**src/design/tgr_pkg.sv**
```systemverilog
`timescale 1ns / 1ps
// Shared types, codes and constants of the touch gesture recognizer.
// No dependencies; imported by the top level and its checker.
package tgr_pkg;

  localparam int COORD_W = 12;
  localparam int TIME_W  = 32;
  localparam int DELTA_W = 13;
  localparam int SQ_W    = 25;           // sum of two squared deltas
  localparam int DVD_W   = SQ_W + 16;    // dividend of the zoom quotient
  localparam int ROOT_W  = 16;
  localparam int RAD_W   = 2 * ROOT_W;
  localparam int REM_W   = SQ_W + 1;
  localparam int CX_W    = 28;           // CORDIC vector width
  localparam int CZ_W    = 25;           // CORDIC angle width
  localparam int CNT_W   = 6;
  localparam int CORDIC_STEPS = 16;

  localparam logic signed [CZ_W-1:0] QUARTER_TURN = 25'sd2304000;
  localparam logic signed [25:0]     HEAD_BIAS    = 26'sd9216128;
  localparam logic signed [25:0]     HEAD_OFFSET  = 26'sd36000;
  localparam logic signed [25:0]     HEAD_LIMIT   = 26'sd18000;

  typedef enum logic [1:0] {
    KIND_DOWN = 2'd0,
    KIND_MOVE = 2'd1,
    KIND_UP   = 2'd2,
    KIND_TICK = 2'd3
  } kind_t;

  typedef enum logic [2:0] {
    GEST_TAP        = 3'd0,
    GEST_HOLD       = 3'd1,
    GEST_SWIPE      = 3'd2,
    GEST_DRAG_START = 3'd3,
    GEST_DRAG       = 3'd4,
    GEST_DRAG_END   = 3'd5,
    GEST_TRANSFORM  = 3'd6
  } gest_t;

  // the idle gesture state shares its code with tap
  localparam gest_t GS_NONE = GEST_TAP;

  typedef enum logic [2:0] {
    CFG_HOLD_TIMEOUT = 3'd0,
    CFG_SWIPE_TIME   = 3'd1,
    CFG_DRAG_MIN     = 3'd2,
    CFG_TAP_MAX      = 3'd3,
    CFG_SCALE_THR    = 3'd4
  } cfg_idx_t;

  typedef enum logic [1:0] {
    JOB_DRAG  = 2'd0,
    JOB_SWIPE = 2'd1,
    JOB_ZOOM  = 2'd2
  } job_t;

  typedef struct packed {
    logic [COORD_W-1:0] y;
    logic [COORD_W-1:0] x;
  } point_t;

  typedef struct packed {
    logic [15:0]               zoom_ratio;
    logic signed [15:0]        heading;
    logic signed [DELTA_W-1:0] delta_y;
    logic signed [DELTA_W-1:0] delta_x;
    logic [12:0]               travel;
    logic [COORD_W-1:0]        point_y;
    logic [COORD_W-1:0]        point_x;
  } result_t;

  // arctangent of 2^-i in hundredths of a degree, Q8
  function automatic logic signed [CZ_W-1:0] atan_step(input logic [3:0] i);
    logic signed [CZ_W-1:0] a;
    case (i)
      4'd0:    a = 25'sd1152000;
      4'd1:    a = 25'sd680065;
      4'd2:    a = 25'sd359328;
      4'd3:    a = 25'sd182400;
      4'd4:    a = 25'sd91554;
      4'd5:    a = 25'sd45822;
      4'd6:    a = 25'sd22916;
      4'd7:    a = 25'sd11459;
      4'd8:    a = 25'sd5730;
      4'd9:    a = 25'sd2865;
      4'd10:   a = 25'sd1432;
      4'd11:   a = 25'sd716;
      4'd12:   a = 25'sd358;
      4'd13:   a = 25'sd179;
      4'd14:   a = 25'sd90;
      default: a = 25'sd45;
    endcase
    return a;
  endfunction

endpackage

```
**src/design/touch_gesture_recognizer.sv**
```systemverilog
`timescale 1ns / 1ps
// Each accepted item is processed to completion: a one-finger move computes squares and a
// 16-step square root; a two-finger move adds the 41-step restoring divider before the root;
// a swipe up adds the CORDIC heading, and a stalled result holds the block until it is taken.
// One item at a time: in_tready is high only while idle.
// Reset (rst_n, synchronous) restores register defaults and clears all touch state.
// Top level of the touch gesture recognizer; depends on tgr_pkg.
module touch_gesture_recognizer
  import tgr_pkg::*;
(
  input  logic        clk,
  input  logic        rst_n,
  input  logic        in_tvalid,
  output logic        in_tready,
  input  logic [63:0] in_tdata,   // finger[3:0], pos_x[15:4], pos_y[27:16], now_ms[59:28]
  input  logic [1:0]  in_tuser,   // kind[1:0]
  output logic        out_tvalid,
  input  logic        out_tready,
  output logic [95:0] out_tdata,  // point_x[11:0], point_y[23:12], travel[36:24],
                                  // delta_x[49:37], delta_y[62:50], heading[78:63],
                                  // zoom_ratio[94:79]
  output logic [2:0]  out_tuser,  // gesture[2:0]
  input  logic        cfg_valid,
  output logic        cfg_ready,
  input  logic [2:0]  cfg_index,
  input  logic [15:0] cfg_data
);

  typedef enum logic [11:0] {
    ST_IDLE   = 12'b000000000001,
    ST_DECODE = 12'b000000000010,
    ST_SQA    = 12'b000000000100,
    ST_SQB    = 12'b000000001000,
    ST_SQC    = 12'b000000010000,
    ST_SQD    = 12'b000000100000,
    ST_DIV    = 12'b000001000000,
    ST_SQRT   = 12'b000010000000,
    ST_FINISH = 12'b000100000000,
    ST_CORDIC = 12'b001000000000,
    ST_HEAD   = 12'b010000000000,
    ST_EMIT   = 12'b100000000000
  } state_t;

  function automatic logic signed [DELTA_W-1:0] diff13(input logic [COORD_W-1:0] a,
                                                       input logic [COORD_W-1:0] b);
    return $signed({1'b0, a}) - $signed({1'b0, b});
  endfunction

  // divide by 2^sh, rounding toward zero
  function automatic logic signed [CX_W-1:0] tdiv(input logic signed [CX_W-1:0] v,
                                                  input logic [3:0] sh);
    logic [CX_W-1:0]        mask;
    logic signed [CX_W-1:0] bias;
    mask = (CX_W'(1) << sh) - CX_W'(1);
    bias = v[CX_W-1] ? $signed(mask) : '0;
    return (v + bias) >>> sh;
  endfunction

  // registers
  state_t             state_r, state_nxt;
  job_t               job_r, job_nxt;
  logic [CNT_W-1:0]   cnt_r, cnt_nxt;
  kind_t              kind_r, kind_nxt;
  logic [3:0]         finger_r, finger_nxt;
  logic [COORD_W-1:0] px_r, px_nxt, py_r, py_nxt;
  logic [TIME_W-1:0]  now_r, now_nxt;

  logic [15:0]        hold_r, hold_nxt, swipe_r, swipe_nxt;
  logic [11:0]        dmin_r, dmin_nxt, tapmax_r, tapmax_nxt;
  logic [7:0]         thr_r, thr_nxt;

  logic [3:0]         fc_r, fc_nxt;
  logic               active_r, active_nxt, fdp_r, fdp_nxt, moved_r, moved_nxt;
  logic               armed_r, armed_nxt;
  gest_t              gs_r, gs_nxt, gsu_r, gsu_nxt;
  logic [TIME_W-1:0]  start_r, start_nxt;
  point_t             s0_r, s0_nxt, s1_r, s1_nxt, l0_r, l0_nxt, l1_r, l1_nxt;
  logic [12:0]        dtrav_r, dtrav_nxt;

  logic [23:0]        p_r, p_nxt;
  logic [SQ_W-1:0]    dvs_r, dvs_nxt;
  logic [DVD_W-1:0]   dvd_r, dvd_nxt;
  logic [REM_W-1:0]   rem_r, rem_nxt;
  logic [RAD_W-1:0]   rad_r, rad_nxt;
  logic [ROOT_W-1:0]  root_r, root_nxt;
  logic signed [CX_W-1:0] cx_r, cx_nxt, cy_r, cy_nxt;
  logic signed [CZ_W-1:0] cz_r, cz_nxt;

  gest_t              res_g_r, res_g_nxt;
  result_t            res_r, res_nxt;
  logic               out_valid_r, out_valid_nxt;
  gest_t              out_g_r, out_g_nxt;
  result_t            out_d_r, out_d_nxt;

  // datapath signals
  logic [TIME_W-1:0]         el;
  logic signed [DELTA_W-1:0] up_dx, up_dy, lat_dx, lat_dy, st_dx, st_dy;
  logic signed [DELTA_W-1:0] en_dx, en_dy, hd_x, hd_y, mul_in;
  logic [DELTA_W-1:0]        ax, ay, amax;
  gest_t                     tap_gs;
  logic                      tap_ok;
  logic signed [2*DELTA_W-1:0] mul_full;
  logic [23:0]               mul_p;
  logic [SQ_W-1:0]           sq_sum;
  logic [REM_W-1:0]          div_sh, div_rem;
  logic                      div_ge;
  logic [DVD_W-1:0]          quot;
  logic [18:0]               sq_sh, sq_trial, sq_rem;
  logic                      sq_ge;
  logic [3:0]                ci;
  logic signed [CX_W-1:0]    xs, ys, hx0, hy0;
  logic signed [CZ_W-1:0]    at;
  logic signed [25:0]        hz, ht;
  logic signed [15:0]        head16;
  logic [ROOT_W-1:0]         dev;

  assign in_tready  = (state_r == ST_IDLE);
  assign cfg_ready  = 1'b1;
  assign out_tvalid = out_valid_r;
  assign out_tuser  = out_g_r;
  assign out_tdata  = {1'b0, out_d_r};

  // operand deltas
  assign el     = now_r - start_r;
  assign up_dx  = diff13(px_r, s0_r.x);
  assign up_dy  = diff13(py_r, s0_r.y);
  assign lat_dx = diff13(l0_r.x, s0_r.x);
  assign lat_dy = diff13(l0_r.y, s0_r.y);
  assign st_dx  = diff13(s0_r.x, s1_r.x);
  assign st_dy  = diff13(s0_r.y, s1_r.y);
  assign en_dx  = diff13(l0_r.x, l1_r.x);
  assign en_dy  = diff13(l0_r.y, l1_r.y);
  assign hd_x   = diff13(s0_r.x, l0_r.x);
  assign hd_y   = diff13(s0_r.y, l0_r.y);

  // tap test on the up position
  assign ax     = up_dx[DELTA_W-1] ? DELTA_W'(-up_dx) : DELTA_W'(up_dx);
  assign ay     = up_dy[DELTA_W-1] ? DELTA_W'(-up_dy) : DELTA_W'(up_dy);
  assign amax   = (ax > ay) ? ax : ay;
  assign tap_gs = (state_r == ST_DECODE) ? gs_r : gsu_r;
  assign tap_ok = (tap_gs != GEST_TRANSFORM) && (el <= {16'b0, hold_r}) &&
                  (amax < {1'b0, tapmax_r});

  // shared squaring unit
  always_comb begin
    mul_in = lat_dx;
    case (job_r)
      JOB_ZOOM: begin
        if (state_r == ST_SQA)      mul_in = st_dx;
        else if (state_r == ST_SQB) mul_in = st_dy;
        else if (state_r == ST_SQC) mul_in = en_dx;
        else                        mul_in = en_dy;
      end
      JOB_SWIPE: mul_in = (state_r == ST_SQA) ? up_dx : up_dy;
      default:   mul_in = (state_r == ST_SQA) ? lat_dx : lat_dy;
    endcase
  end
  assign mul_full = mul_in * mul_in;
  assign mul_p    = mul_full[23:0];
  assign sq_sum   = {1'b0, p_r} + {1'b0, mul_p};

  // restoring division step, one quotient bit a cycle
  assign div_sh  = {rem_r[REM_W-2:0], dvd_r[DVD_W-1]};
  assign div_ge  = div_sh >= {1'b0, dvs_r};
  assign div_rem = div_ge ? div_sh - {1'b0, dvs_r} : div_sh;
  assign quot    = {dvd_r[DVD_W-2:0], div_ge};

  // square root step, one root bit a cycle
  assign sq_sh    = {rem_r[16:0], rad_r[RAD_W-1 -: 2]};
  assign sq_trial = {1'b0, root_r, 2'b01};
  assign sq_ge    = sq_sh >= sq_trial;
  assign sq_rem   = sq_ge ? sq_sh - sq_trial : sq_sh;

  // CORDIC step
  assign ci  = cnt_r[3:0];
  assign xs  = tdiv(cx_r, ci);
  assign ys  = tdiv(cy_r, ci);
  assign at  = atan_step(ci);
  assign hx0 = {{3{hd_x[DELTA_W-1]}}, hd_x, 12'b0};
  assign hy0 = {{3{hd_y[DELTA_W-1]}}, hd_y, 12'b0};

  // round the angle to hundredths and clamp
  always_comb begin
    hz = 26'(cz_r) + HEAD_BIAS;
    ht = (hz >>> 8) - HEAD_OFFSET;
    if (ht > HEAD_LIMIT)       ht = HEAD_LIMIT;
    else if (ht < -HEAD_LIMIT) ht = -HEAD_LIMIT;
    head16 = ht[15:0];
  end

  assign dev = (root_r > ROOT_W'(256)) ? root_r - ROOT_W'(256) : ROOT_W'(256) - root_r;

  // sequencer
  always_comb begin
    logic [3:0]  fc_step;
    gest_t       code;
    logic [12:0] trav;

    state_nxt = state_r;   job_nxt = job_r;     cnt_nxt = cnt_r;
    kind_nxt = kind_r;     finger_nxt = finger_r;
    px_nxt = px_r;         py_nxt = py_r;       now_nxt = now_r;
    hold_nxt = hold_r;     swipe_nxt = swipe_r; dmin_nxt = dmin_r;
    tapmax_nxt = tapmax_r; thr_nxt = thr_r;
    fc_nxt = fc_r;         active_nxt = active_r; fdp_nxt = fdp_r;
    moved_nxt = moved_r;   armed_nxt = armed_r;
    gs_nxt = gs_r;         gsu_nxt = gsu_r;     start_nxt = start_r;
    s0_nxt = s0_r;         s1_nxt = s1_r;       l0_nxt = l0_r; l1_nxt = l1_r;
    dtrav_nxt = dtrav_r;
    p_nxt = p_r;           dvs_nxt = dvs_r;     dvd_nxt = dvd_r;
    rem_nxt = rem_r;       rad_nxt = rad_r;     root_nxt = root_r;
    cx_nxt = cx_r;         cy_nxt = cy_r;       cz_nxt = cz_r;
    res_g_nxt = res_g_r;   res_nxt = res_r;
    out_valid_nxt = out_valid_r; out_g_nxt = out_g_r; out_d_nxt = out_d_r;
    fc_step = fc_r;
    code = GEST_DRAG;
    trav = root_r[12:0];

    // drop a result once taken
    if (out_valid_r && out_tready) out_valid_nxt = 1'b0;

    // register writes
    if (cfg_valid) begin
      case (cfg_index)
        CFG_HOLD_TIMEOUT: hold_nxt   = cfg_data;
        CFG_SWIPE_TIME:   swipe_nxt  = cfg_data;
        CFG_DRAG_MIN:     dmin_nxt   = cfg_data[11:0];
        CFG_TAP_MAX:      tapmax_nxt = cfg_data[11:0];
        CFG_SCALE_THR:    thr_nxt    = cfg_data[7:0];
        default: ;
      endcase
    end

    case (state_r)
      ST_IDLE: begin
        if (in_tvalid) begin
          kind_nxt   = kind_t'(in_tuser);
          finger_nxt = in_tdata[3:0];
          px_nxt     = in_tdata[15:4];
          py_nxt     = in_tdata[27:16];
          now_nxt    = in_tdata[59:28];
          state_nxt  = ST_DECODE;
        end
      end

      ST_DECODE: begin
        state_nxt = ST_IDLE;
        case (kind_r)
          KIND_DOWN: begin
            fc_step    = (fc_r == 4'd15) ? fc_r : fc_r + 4'd1;
            fc_nxt     = fc_step;
            fdp_nxt    = 1'b1;
            active_nxt = 1'b1;
            moved_nxt  = 1'b0;
            start_nxt  = now_r;
            if (finger_r == 4'd0) s0_nxt = '{y: py_r, x: px_r};
            if (finger_r == 4'd1) s1_nxt = '{y: py_r, x: px_r};
            gs_nxt     = GEST_HOLD;
            armed_nxt  = (fc_step == 4'd1);
          end
          KIND_MOVE: begin
            if (active_r) begin
              if (finger_r == 4'd0) begin
                l0_nxt    = '{y: py_r, x: px_r};
                moved_nxt = 1'b1;
              end
              if (finger_r == 4'd1) l1_nxt = '{y: py_r, x: px_r};
              job_nxt   = (fc_r == 4'd2) ? JOB_ZOOM : JOB_DRAG;
              state_nxt = ST_SQA;
            end
          end
          KIND_UP: begin
            fc_step = (fc_r == 4'd0) ? fc_r : fc_r - 4'd1;
            fc_nxt  = fc_step;
            if (active_r && !(gs_r != GEST_TRANSFORM && fc_step != 4'd0)) begin
              active_nxt = 1'b0;
              gsu_nxt    = gs_r;
              gs_nxt     = GS_NONE;
              if (moved_r) begin
                job_nxt   = JOB_SWIPE;
                state_nxt = ST_SQA;
              end else if (gs_r == GEST_DRAG) begin
                job_nxt   = JOB_DRAG;
                state_nxt = ST_SQA;
              end else if (tap_ok) begin
                res_g_nxt       = GEST_TAP;
                res_nxt         = '0;
                res_nxt.point_x = px_r;
                res_nxt.point_y = py_r;
                state_nxt       = ST_EMIT;
              end
            end
          end
          default: begin
            // tick: fire hold once the timeout has run out
            if (armed_r && el >= {16'b0, hold_r}) begin
              armed_nxt = 1'b0;
              if (gs_r == GEST_HOLD) begin
                res_g_nxt       = GEST_HOLD;
                res_nxt         = '0;
                res_nxt.point_x = s0_r.x;
                res_nxt.point_y = s0_r.y;
                state_nxt       = ST_EMIT;
              end
            end
          end
        endcase
      end

      ST_SQA: begin
        p_nxt     = mul_p;
        state_nxt = ST_SQB;
      end

      ST_SQB: begin
        if (job_r == JOB_ZOOM) begin
          dvs_nxt   = sq_sum;
          state_nxt = ST_SQC;
        end else begin
          rad_nxt   = RAD_W'(sq_sum);
          rem_nxt   = '0;
          root_nxt  = '0;
          cnt_nxt   = '0;
          state_nxt = ST_SQRT;
        end
      end

      ST_SQC: begin
        p_nxt     = mul_p;
        state_nxt = ST_SQD;
      end

      ST_SQD: begin
        if (dvs_r == '0) begin
          // coincident start fingers: saturate the zoom
          root_nxt  = '1;
          state_nxt = ST_FINISH;
        end else begin
          dvd_nxt   = {sq_sum, 16'b0};
          rem_nxt   = '0;
          cnt_nxt   = '0;
          state_nxt = ST_DIV;
        end
      end

      ST_DIV: begin
        rem_nxt = div_rem;
        dvd_nxt = quot;
        cnt_nxt = cnt_r + CNT_W'(1);
        if (cnt_r == CNT_W'(DVD_W - 1)) begin
          if (quot[DVD_W-1:RAD_W] != '0) begin
            root_nxt  = '1;
            state_nxt = ST_FINISH;
          end else begin
            rad_nxt   = quot[RAD_W-1:0];
            rem_nxt   = '0;
            root_nxt  = '0;
            cnt_nxt   = '0;
            state_nxt = ST_SQRT;
          end
        end
      end

      ST_SQRT: begin
        rem_nxt  = REM_W'(sq_rem);
        root_nxt = {root_r[ROOT_W-2:0], sq_ge};
        rad_nxt  = rad_r << 2;
        cnt_nxt  = cnt_r + CNT_W'(1);
        if (cnt_r == CNT_W'(ROOT_W - 1)) state_nxt = ST_FINISH;
      end

      ST_FINISH: begin
        state_nxt = ST_IDLE;
        case (job_r)
          JOB_ZOOM: begin
            if (gs_r != GEST_DRAG && (gs_r == GEST_TRANSFORM || dev > ROOT_W'(thr_r))) begin
              gs_nxt             = GEST_TRANSFORM;
              res_g_nxt          = GEST_TRANSFORM;
              res_nxt            = '0;
              res_nxt.zoom_ratio = root_r;
              state_nxt          = ST_EMIT;
            end
          end
          JOB_DRAG: begin
            dtrav_nxt = trav;
            if (kind_r == KIND_UP) begin
              fdp_nxt   = 1'b0;
              code      = GEST_DRAG_END;
              state_nxt = ST_EMIT;
            end else if ((trav > {1'b0, dmin_r} && el > {16'b0, swipe_r}) ||
                         gs_r == GEST_DRAG) begin
              code = GEST_DRAG;
              if (fdp_r) begin
                code    = GEST_DRAG_START;
                fdp_nxt = 1'b0;
              end
              gs_nxt    = code;
              state_nxt = ST_EMIT;
            end
            res_g_nxt       = code;
            res_nxt         = '0;
            res_nxt.travel  = trav;
            res_nxt.delta_x = lat_dx;
            res_nxt.delta_y = lat_dy;
          end
          default: begin
            // swipe length test on the up position
            res_nxt         = '0;
            res_nxt.travel  = dtrav_r;
            res_nxt.delta_x = up_dx;
            res_nxt.delta_y = up_dy;
            res_g_nxt       = GEST_SWIPE;
            if (el < {16'b0, swipe_r} && root_r > ROOT_W'(dmin_r)) begin
              if (hd_x == '0 && hd_y == '0) begin
                state_nxt = ST_EMIT;
              end else begin
                cnt_nxt = '0;
                if (hd_x[DELTA_W-1]) begin
                  if (!hd_y[DELTA_W-1]) begin
                    cx_nxt = hy0;  cy_nxt = -hx0; cz_nxt = QUARTER_TURN;
                  end else begin
                    cx_nxt = -hy0; cy_nxt = hx0;  cz_nxt = -QUARTER_TURN;
                  end
                end else begin
                  cx_nxt = hx0;    cy_nxt = hy0;  cz_nxt = '0;
                end
                state_nxt = ST_CORDIC;
              end
            end else if (gsu_r == GEST_DRAG) begin
              job_nxt   = JOB_DRAG;
              state_nxt = ST_SQA;
            end else if (tap_ok) begin
              res_g_nxt       = GEST_TAP;
              res_nxt         = '0;
              res_nxt.point_x = px_r;
              res_nxt.point_y = py_r;
              state_nxt       = ST_EMIT;
            end
          end
        endcase
      end

      ST_CORDIC: begin
        if (cy_r > 0) begin
          cx_nxt = cx_r + ys;
          cy_nxt = cy_r - xs;
          cz_nxt = cz_r + at;
        end else begin
          cx_nxt = cx_r - ys;
          cy_nxt = cy_r + xs;
          cz_nxt = cz_r - at;
        end
        cnt_nxt = cnt_r + CNT_W'(1);
        if (cnt_r == CNT_W'(CORDIC_STEPS - 1)) state_nxt = ST_HEAD;
      end

      ST_HEAD: begin
        res_nxt.heading = head16;
        state_nxt       = ST_EMIT;
      end

      ST_EMIT: begin
        // hold the result until the output register is free
        if (!out_valid_r || out_tready) begin
          out_valid_nxt = 1'b1;
          out_g_nxt     = res_g_r;
          out_d_nxt     = res_r;
          state_nxt     = ST_IDLE;
        end
      end

      default: state_nxt = ST_IDLE;
    endcase
  end

  always_ff @(posedge clk) begin
    if (!rst_n) begin
      state_r     <= ST_IDLE;
      job_r       <= JOB_DRAG;
      cnt_r       <= '0;
      out_valid_r <= 1'b0;
      hold_r      <= 16'd800;
      swipe_r     <= 16'd200;
      dmin_r      <= 12'd20;
      tapmax_r    <= 12'd10;
      thr_r       <= 8'd26;
      fc_r        <= '0;
      active_r    <= 1'b0;
      fdp_r       <= 1'b0;
      moved_r     <= 1'b0;
      armed_r     <= 1'b0;
      gs_r        <= GS_NONE;
      gsu_r       <= GS_NONE;
      start_r     <= '0;
      s0_r        <= '0;
      s1_r        <= '0;
      l0_r        <= '0;
      l1_r        <= '0;
      dtrav_r     <= '0;
    end else begin
      state_r     <= state_nxt;
      job_r       <= job_nxt;
      cnt_r       <= cnt_nxt;
      out_valid_r <= out_valid_nxt;
      hold_r      <= hold_nxt;
      swipe_r     <= swipe_nxt;
      dmin_r      <= dmin_nxt;
      tapmax_r    <= tapmax_nxt;
      thr_r       <= thr_nxt;
      fc_r        <= fc_nxt;
      active_r    <= active_nxt;
      fdp_r       <= fdp_nxt;
      moved_r     <= moved_nxt;
      armed_r     <= armed_nxt;
      gs_r        <= gs_nxt;
      gsu_r       <= gsu_nxt;
      start_r     <= start_nxt;
      s0_r        <= s0_nxt;
      s1_r        <= s1_nxt;
      l0_r        <= l0_nxt;
      l1_r        <= l1_nxt;
      dtrav_r     <= dtrav_nxt;
    end
  end

  // payload and working registers
  always_ff @(posedge clk) begin
    kind_r   <= kind_nxt;
    finger_r <= finger_nxt;
    px_r     <= px_nxt;
    py_r     <= py_nxt;
    now_r    <= now_nxt;
    p_r      <= p_nxt;
    dvs_r    <= dvs_nxt;
    dvd_r    <= dvd_nxt;
    rem_r    <= rem_nxt;
    rad_r    <= rad_nxt;
    root_r   <= root_nxt;
    cx_r     <= cx_nxt;
    cy_r     <= cy_nxt;
    cz_r     <= cz_nxt;
    res_g_r  <= res_g_nxt;
    res_r    <= res_nxt;
    out_g_r  <= out_g_nxt;
    out_d_r  <= out_d_nxt;
  end

endmodule

```
**config.mk**
```make
export PLATFORM = sky130hd
export DESIGN_NAME = touch_gesture_recognizer
export DESIGN_NICKNAME = d
export VERILOG_FILES = /design/src/design/tgr_pkg.sv /design/src/design/touch_gesture_recognizer.sv
export SDC_FILE = /design/constraint.sdc
export NUM_CORES = 2
export LEC_CHECK = 0
export ABC_AREA = 1
export ABC_CLOCK_PERIOD_IN_PS = 13600
export CORE_ASPECT_RATIO = 1.5
export CORE_UTILIZATION = 60
export CTS_CLUSTER_SIZE = 28
export DETAILED_ROUTE_END_ITERATION = 10
export DONT_BUFFER_PORTS = 1
export PLACE_DENSITY = 0.87
export SYNTH_ARGS = -nofsm -noshare
export SYNTH_HDL_FRONTEND = slang
export SYNTH_SLANG_ARGS = --single-unit
```
**constraint.sdc**
```tcl
create_clock -name clk -period 13.6 [get_ports clk]
set_input_delay 2.04 -clock clk [delete_from_list [all_inputs] [get_ports clk]]
set_output_delay 2.04 -clock clk [all_outputs]
set_load 0.01 [all_outputs]
```
==> key figures <==
Run status
  – Status: completed

STA
  – Max Transition Viols Final: 0
  – Setup TNS: 0 ns
  – Final worst-path cycle share: 82.0%
  – Headroom to the max-slew limit: 15.8%
  – Final Hold Vio Count: 0
  – Endpoints failing setup: 0
  – Unrepaired setup endpoints after global routing: false
  – Post-layout minimum cycle time: 11.15 ns
  – Fmax: 89.6 MHz
  – Worst-case clock skew: 0.0593 ns
  – Worst Tran Pin Value: 1.25 ns

Routing
  – Post-route DRC: 0
  – Detail-routed via count per cell: 5.94
  – Initial DRT Pass Iterations: 7
  – Average routed wire per standard cell: 20.7 um
  – Total number of vias: 59.1k
  – First DRT Iteration DRCs: 5270
  – Post-Route WL: 206000 um
  – DRT antenna net count: 0

Global route
  – All-layer global routing usage: 38.2%
  – Wire length of the first global-routing pass: 313000 um
  – Vias in the first global route: 57.6k
  – Antenna violations before repair: 7
  – Pin count of the biggest net entering global routing: 144
  – Total global routing overflow: 0

Clock tree
  – Cell at the root of the clock tree: sky130_fd_sc_hd__clkbuf_16
  – Number of buffers inserted by post-CTS setup repair: 0
  – Total of hold buffers inserted after clock tree synthesis: 0
  – Cts bufs inserted: 79
  – Reg clk slew, reported paths: 0.08 ns
  – Number of gates resized after CTS: 0
  – Number of clock sinks seen by CTS: 762
  – Maximum clock path buffer count: 3
  – H-Tree Level Count: 3
  – Clock tree from TritonCTS: done
  – Insertion delay to the later sink of the worst-skew pair: 0.71 ns

Finish
  – Leading cell type in the layout, fill and taps excluded: sky130_fd_sc_hd__nand2_1
  – Number of nets in the final layout: 9249
  – Fill cells: 9006
  – Cell area after layout: 0.0672 mm2
  – P&R area growth vs syn: 6.26%
  – FF/Latch Area: 0.0203 mm2
  – Non-filler cells, final: 9944
  – Area of the multi-input gates: 0.0372 mm2
  – Top library cells by usage in the layout, fill and taps aside: sky130_fd_sc_hd__nand2_1, sky130_fd_sc_hd__inv_1, sky130_fd_sc_hd__nor2_1
  – Share of layout cells above drive strength 1: 4.48%

Synthesis
  – Average cell area after synthesis: 7.38 um2
  – Synth Flop Type: sky130_fd_sc_hd__edfxtp_1
  – Biggest area consumer among synthesized cells: sky130_fd_sc_hd__edfxtp_1
  – Proportion of synthesized flip-flops having asynchronous set or reset: 0%
  – Count of state elements after synthesis: 762
  – EDFF count, synth: 501
  – Unique masters post-synth: 75
  – Portion of synthesized cell area occupied by the leading cell type: 23.8%
  – Synthesized netlist cell count: 8580
  – Post-synthesis instance area: 0.0633 mm2
  – Count of warnings emitted by yosys: 0
  – Fraction of the yosys area taken by sequential cells: 32.0%
  – Cell types occupying the most area after synthesis: sky130_fd_sc_hd__edfxtp_1, sky130_fd_sc_hd__nand2_1, sky130_fd_sc_hd__ha_1

Pwr
  – Part of the power in the clock network: 39.2%
  – Static leakage: 0.0312 uW
  – Internal Power: 4090 uW
  – Part of the power in combinational logic: 17.0%
  – Worst IR Drop VDD: 0.000121 V
  – Net switching fraction of the power: 30.4%
  – Areal power density over the cells: 87.4 mW/mm2
  – Power spent charging and discharging nets: 1790 uW
  – Seq pwr share: 43.8%

Die
  – DIE AREA: 0.107 mm2
  – Number of core rows: 145
  – Core footprint: 0.104 mm2
  – Die Wd: 267 um
  – Vertical extent of the die: 400 um
  – Number of primary I/O pins: 192
  – Starting utilization of the core area: 60.7%

Worst setup path
  – Flop2flop setup slack: 2.45 ns
  – Data arrival time of the worst path: 11.61 ns
  – Setup CP Type: flip-flop to flip-flop
  – Largest stage delay, worst path: 0.73 ns
  – Worst Path Max Fanout: 38
  – Most common cell on crit path: sky130_fd_sc_hd__inv_1
  – Type of destination of the critical path: flip-flop
  – Worst-path cell with the longest stage delay: sky130_fd_sc_hd__a32oi_1
  – Worst setup SP type: flip-flop
  – Req. time, crit path: 14.05 ns

Flow run
  – # Max-Cap Violations: 0

Placement
  – PortBufs: 0
  – RePlAce Congestion: 1.05
  – Cell count after placement: 9792
  – Detail Placement HPWL: 160000 um
  – Placed inst area: 0.0645 mm2

Worst hold path
  – Type of the tightest min-delay check: flip-flop to flip-flop
[Yosys cell counts, types with 81 or more instances]
cell type                  instances
sky130_fd_sc_hd__inv_1          1258
sky130_fd_sc_hd__a21oi_1         610
sky130_fd_sc_hd__edfxtp_1        501
sky130_fd_sc_hd__nand4_1         123
sky130_fd_sc_hd__o21ai_0         485
sky130_fd_sc_hd__nor3_1          102
sky130_fd_sc_hd__xnor2_1          90
sky130_fd_sc_hd__nand2_1        1985
sky130_fd_sc_hd__nand3_1         671
sky130_fd_sc_hd__nor2_1          700
sky130_fd_sc_hd__ha_1            531
sky130_fd_sc_hd__xor2_1          214
sky130_fd_sc_hd__clkbuf_1        149
sky130_fd_sc_hd__dfxtp_1         261
sky130_fd_sc_hd__fa_1            151
sky130_fd_sc_hd__a211oi_1         81
[path summary, 6_finish.rpt]
kind,depth (start not counted),end,startpoint
worst max-delay path,47,rad_r[23],state_r[11]
worst min-delay path,0,out_tdata[41],res_r[41]
worst max register to register,47,rad_r[23],state_r[11]
worst min register to register,0,out_tdata[41],res_r[41]
[kinds of logic after synthesis]
family | after synthesis | synth area share [%]
buf+inv | 1546 | 9.38
flops | 762 | 32.0
compound gates | 1526 | 13.7
simple gates | 3752 | 25.3
xor+xnor | 307 | 4.28
mux | 3 | 0.0475
other cells | 2 | 0.0119
fa+ha+maj | 682 | 15.3
[state kept, by name, summed over array words and instances (netlist names), 25 cells and up, named ones only]
register   flops
out_tdata     95
res_r         95
dvd_r         41
now_r         32
rad_r         32
start_r       32
cx_r          28
cy_r          28
cz_r          25
dvs_r         25
rem_r         25
[through the flow]
step                setup WS (ns)  hold slack, ns  util [%]  power [uW]
detailed placement           2.82           0.405      61.8        3590
global route                 1.78           0.410      64.5        6070
global placement             2.90           0.402      61.8        3560
finish                       2.45           0.397      64.5        5870
CTS                          2.77           0.399      64.4        5870
floorplan                    4.57           0.400         -        3310
[area by class of cell]
cell class	count	area share [%]
antenna	4	0.0149
inverter	1306	7.30
clock inverter	56	1.00
tap	1396	2.60
clock buffer	92	3.06
multi-input combinational	6278	55.3
timing repair buffer	50	0.558
sequential	762	30.2
[power groups by stage]
stage	Combinational [uW]	Sequential [uW]	Clock (uW)
2_1_floorplan	705	2600	0
3_3_place_gp	938	2620	0
4_1_cts	979	2570	2320
6_report	999	2570	2310
5_1_grt	1100	2570	2400
3_5_place_dp	972	2620	0
[routing by layer]
layer / part of all wire (%) / GRT usage (%) / routed length [um]
met1: 35 / 39.7 / 71500
met2: 48 / 65.2 / 98000
met3: 6.9 / 6.78 / 14300
met4: 11 / 35.7 / 21900
met5: 0.0063 / 0 / 13
[critical path: cells and delay by family, from the launching register on]
family / cells / cell delay, ns
adder cells (fa/ha/maj): 8 / 3.58
AND/OR/NAND/NOR: 17 / 2.40
AO/OA/AOI/OAI: 10 / 2.33
buffers and inverters: 10 / 1.72
XOR/XNOR: 2 / 0.51
flip-flops: 1 / 0.35
Power figures use the tool's default switching activity.
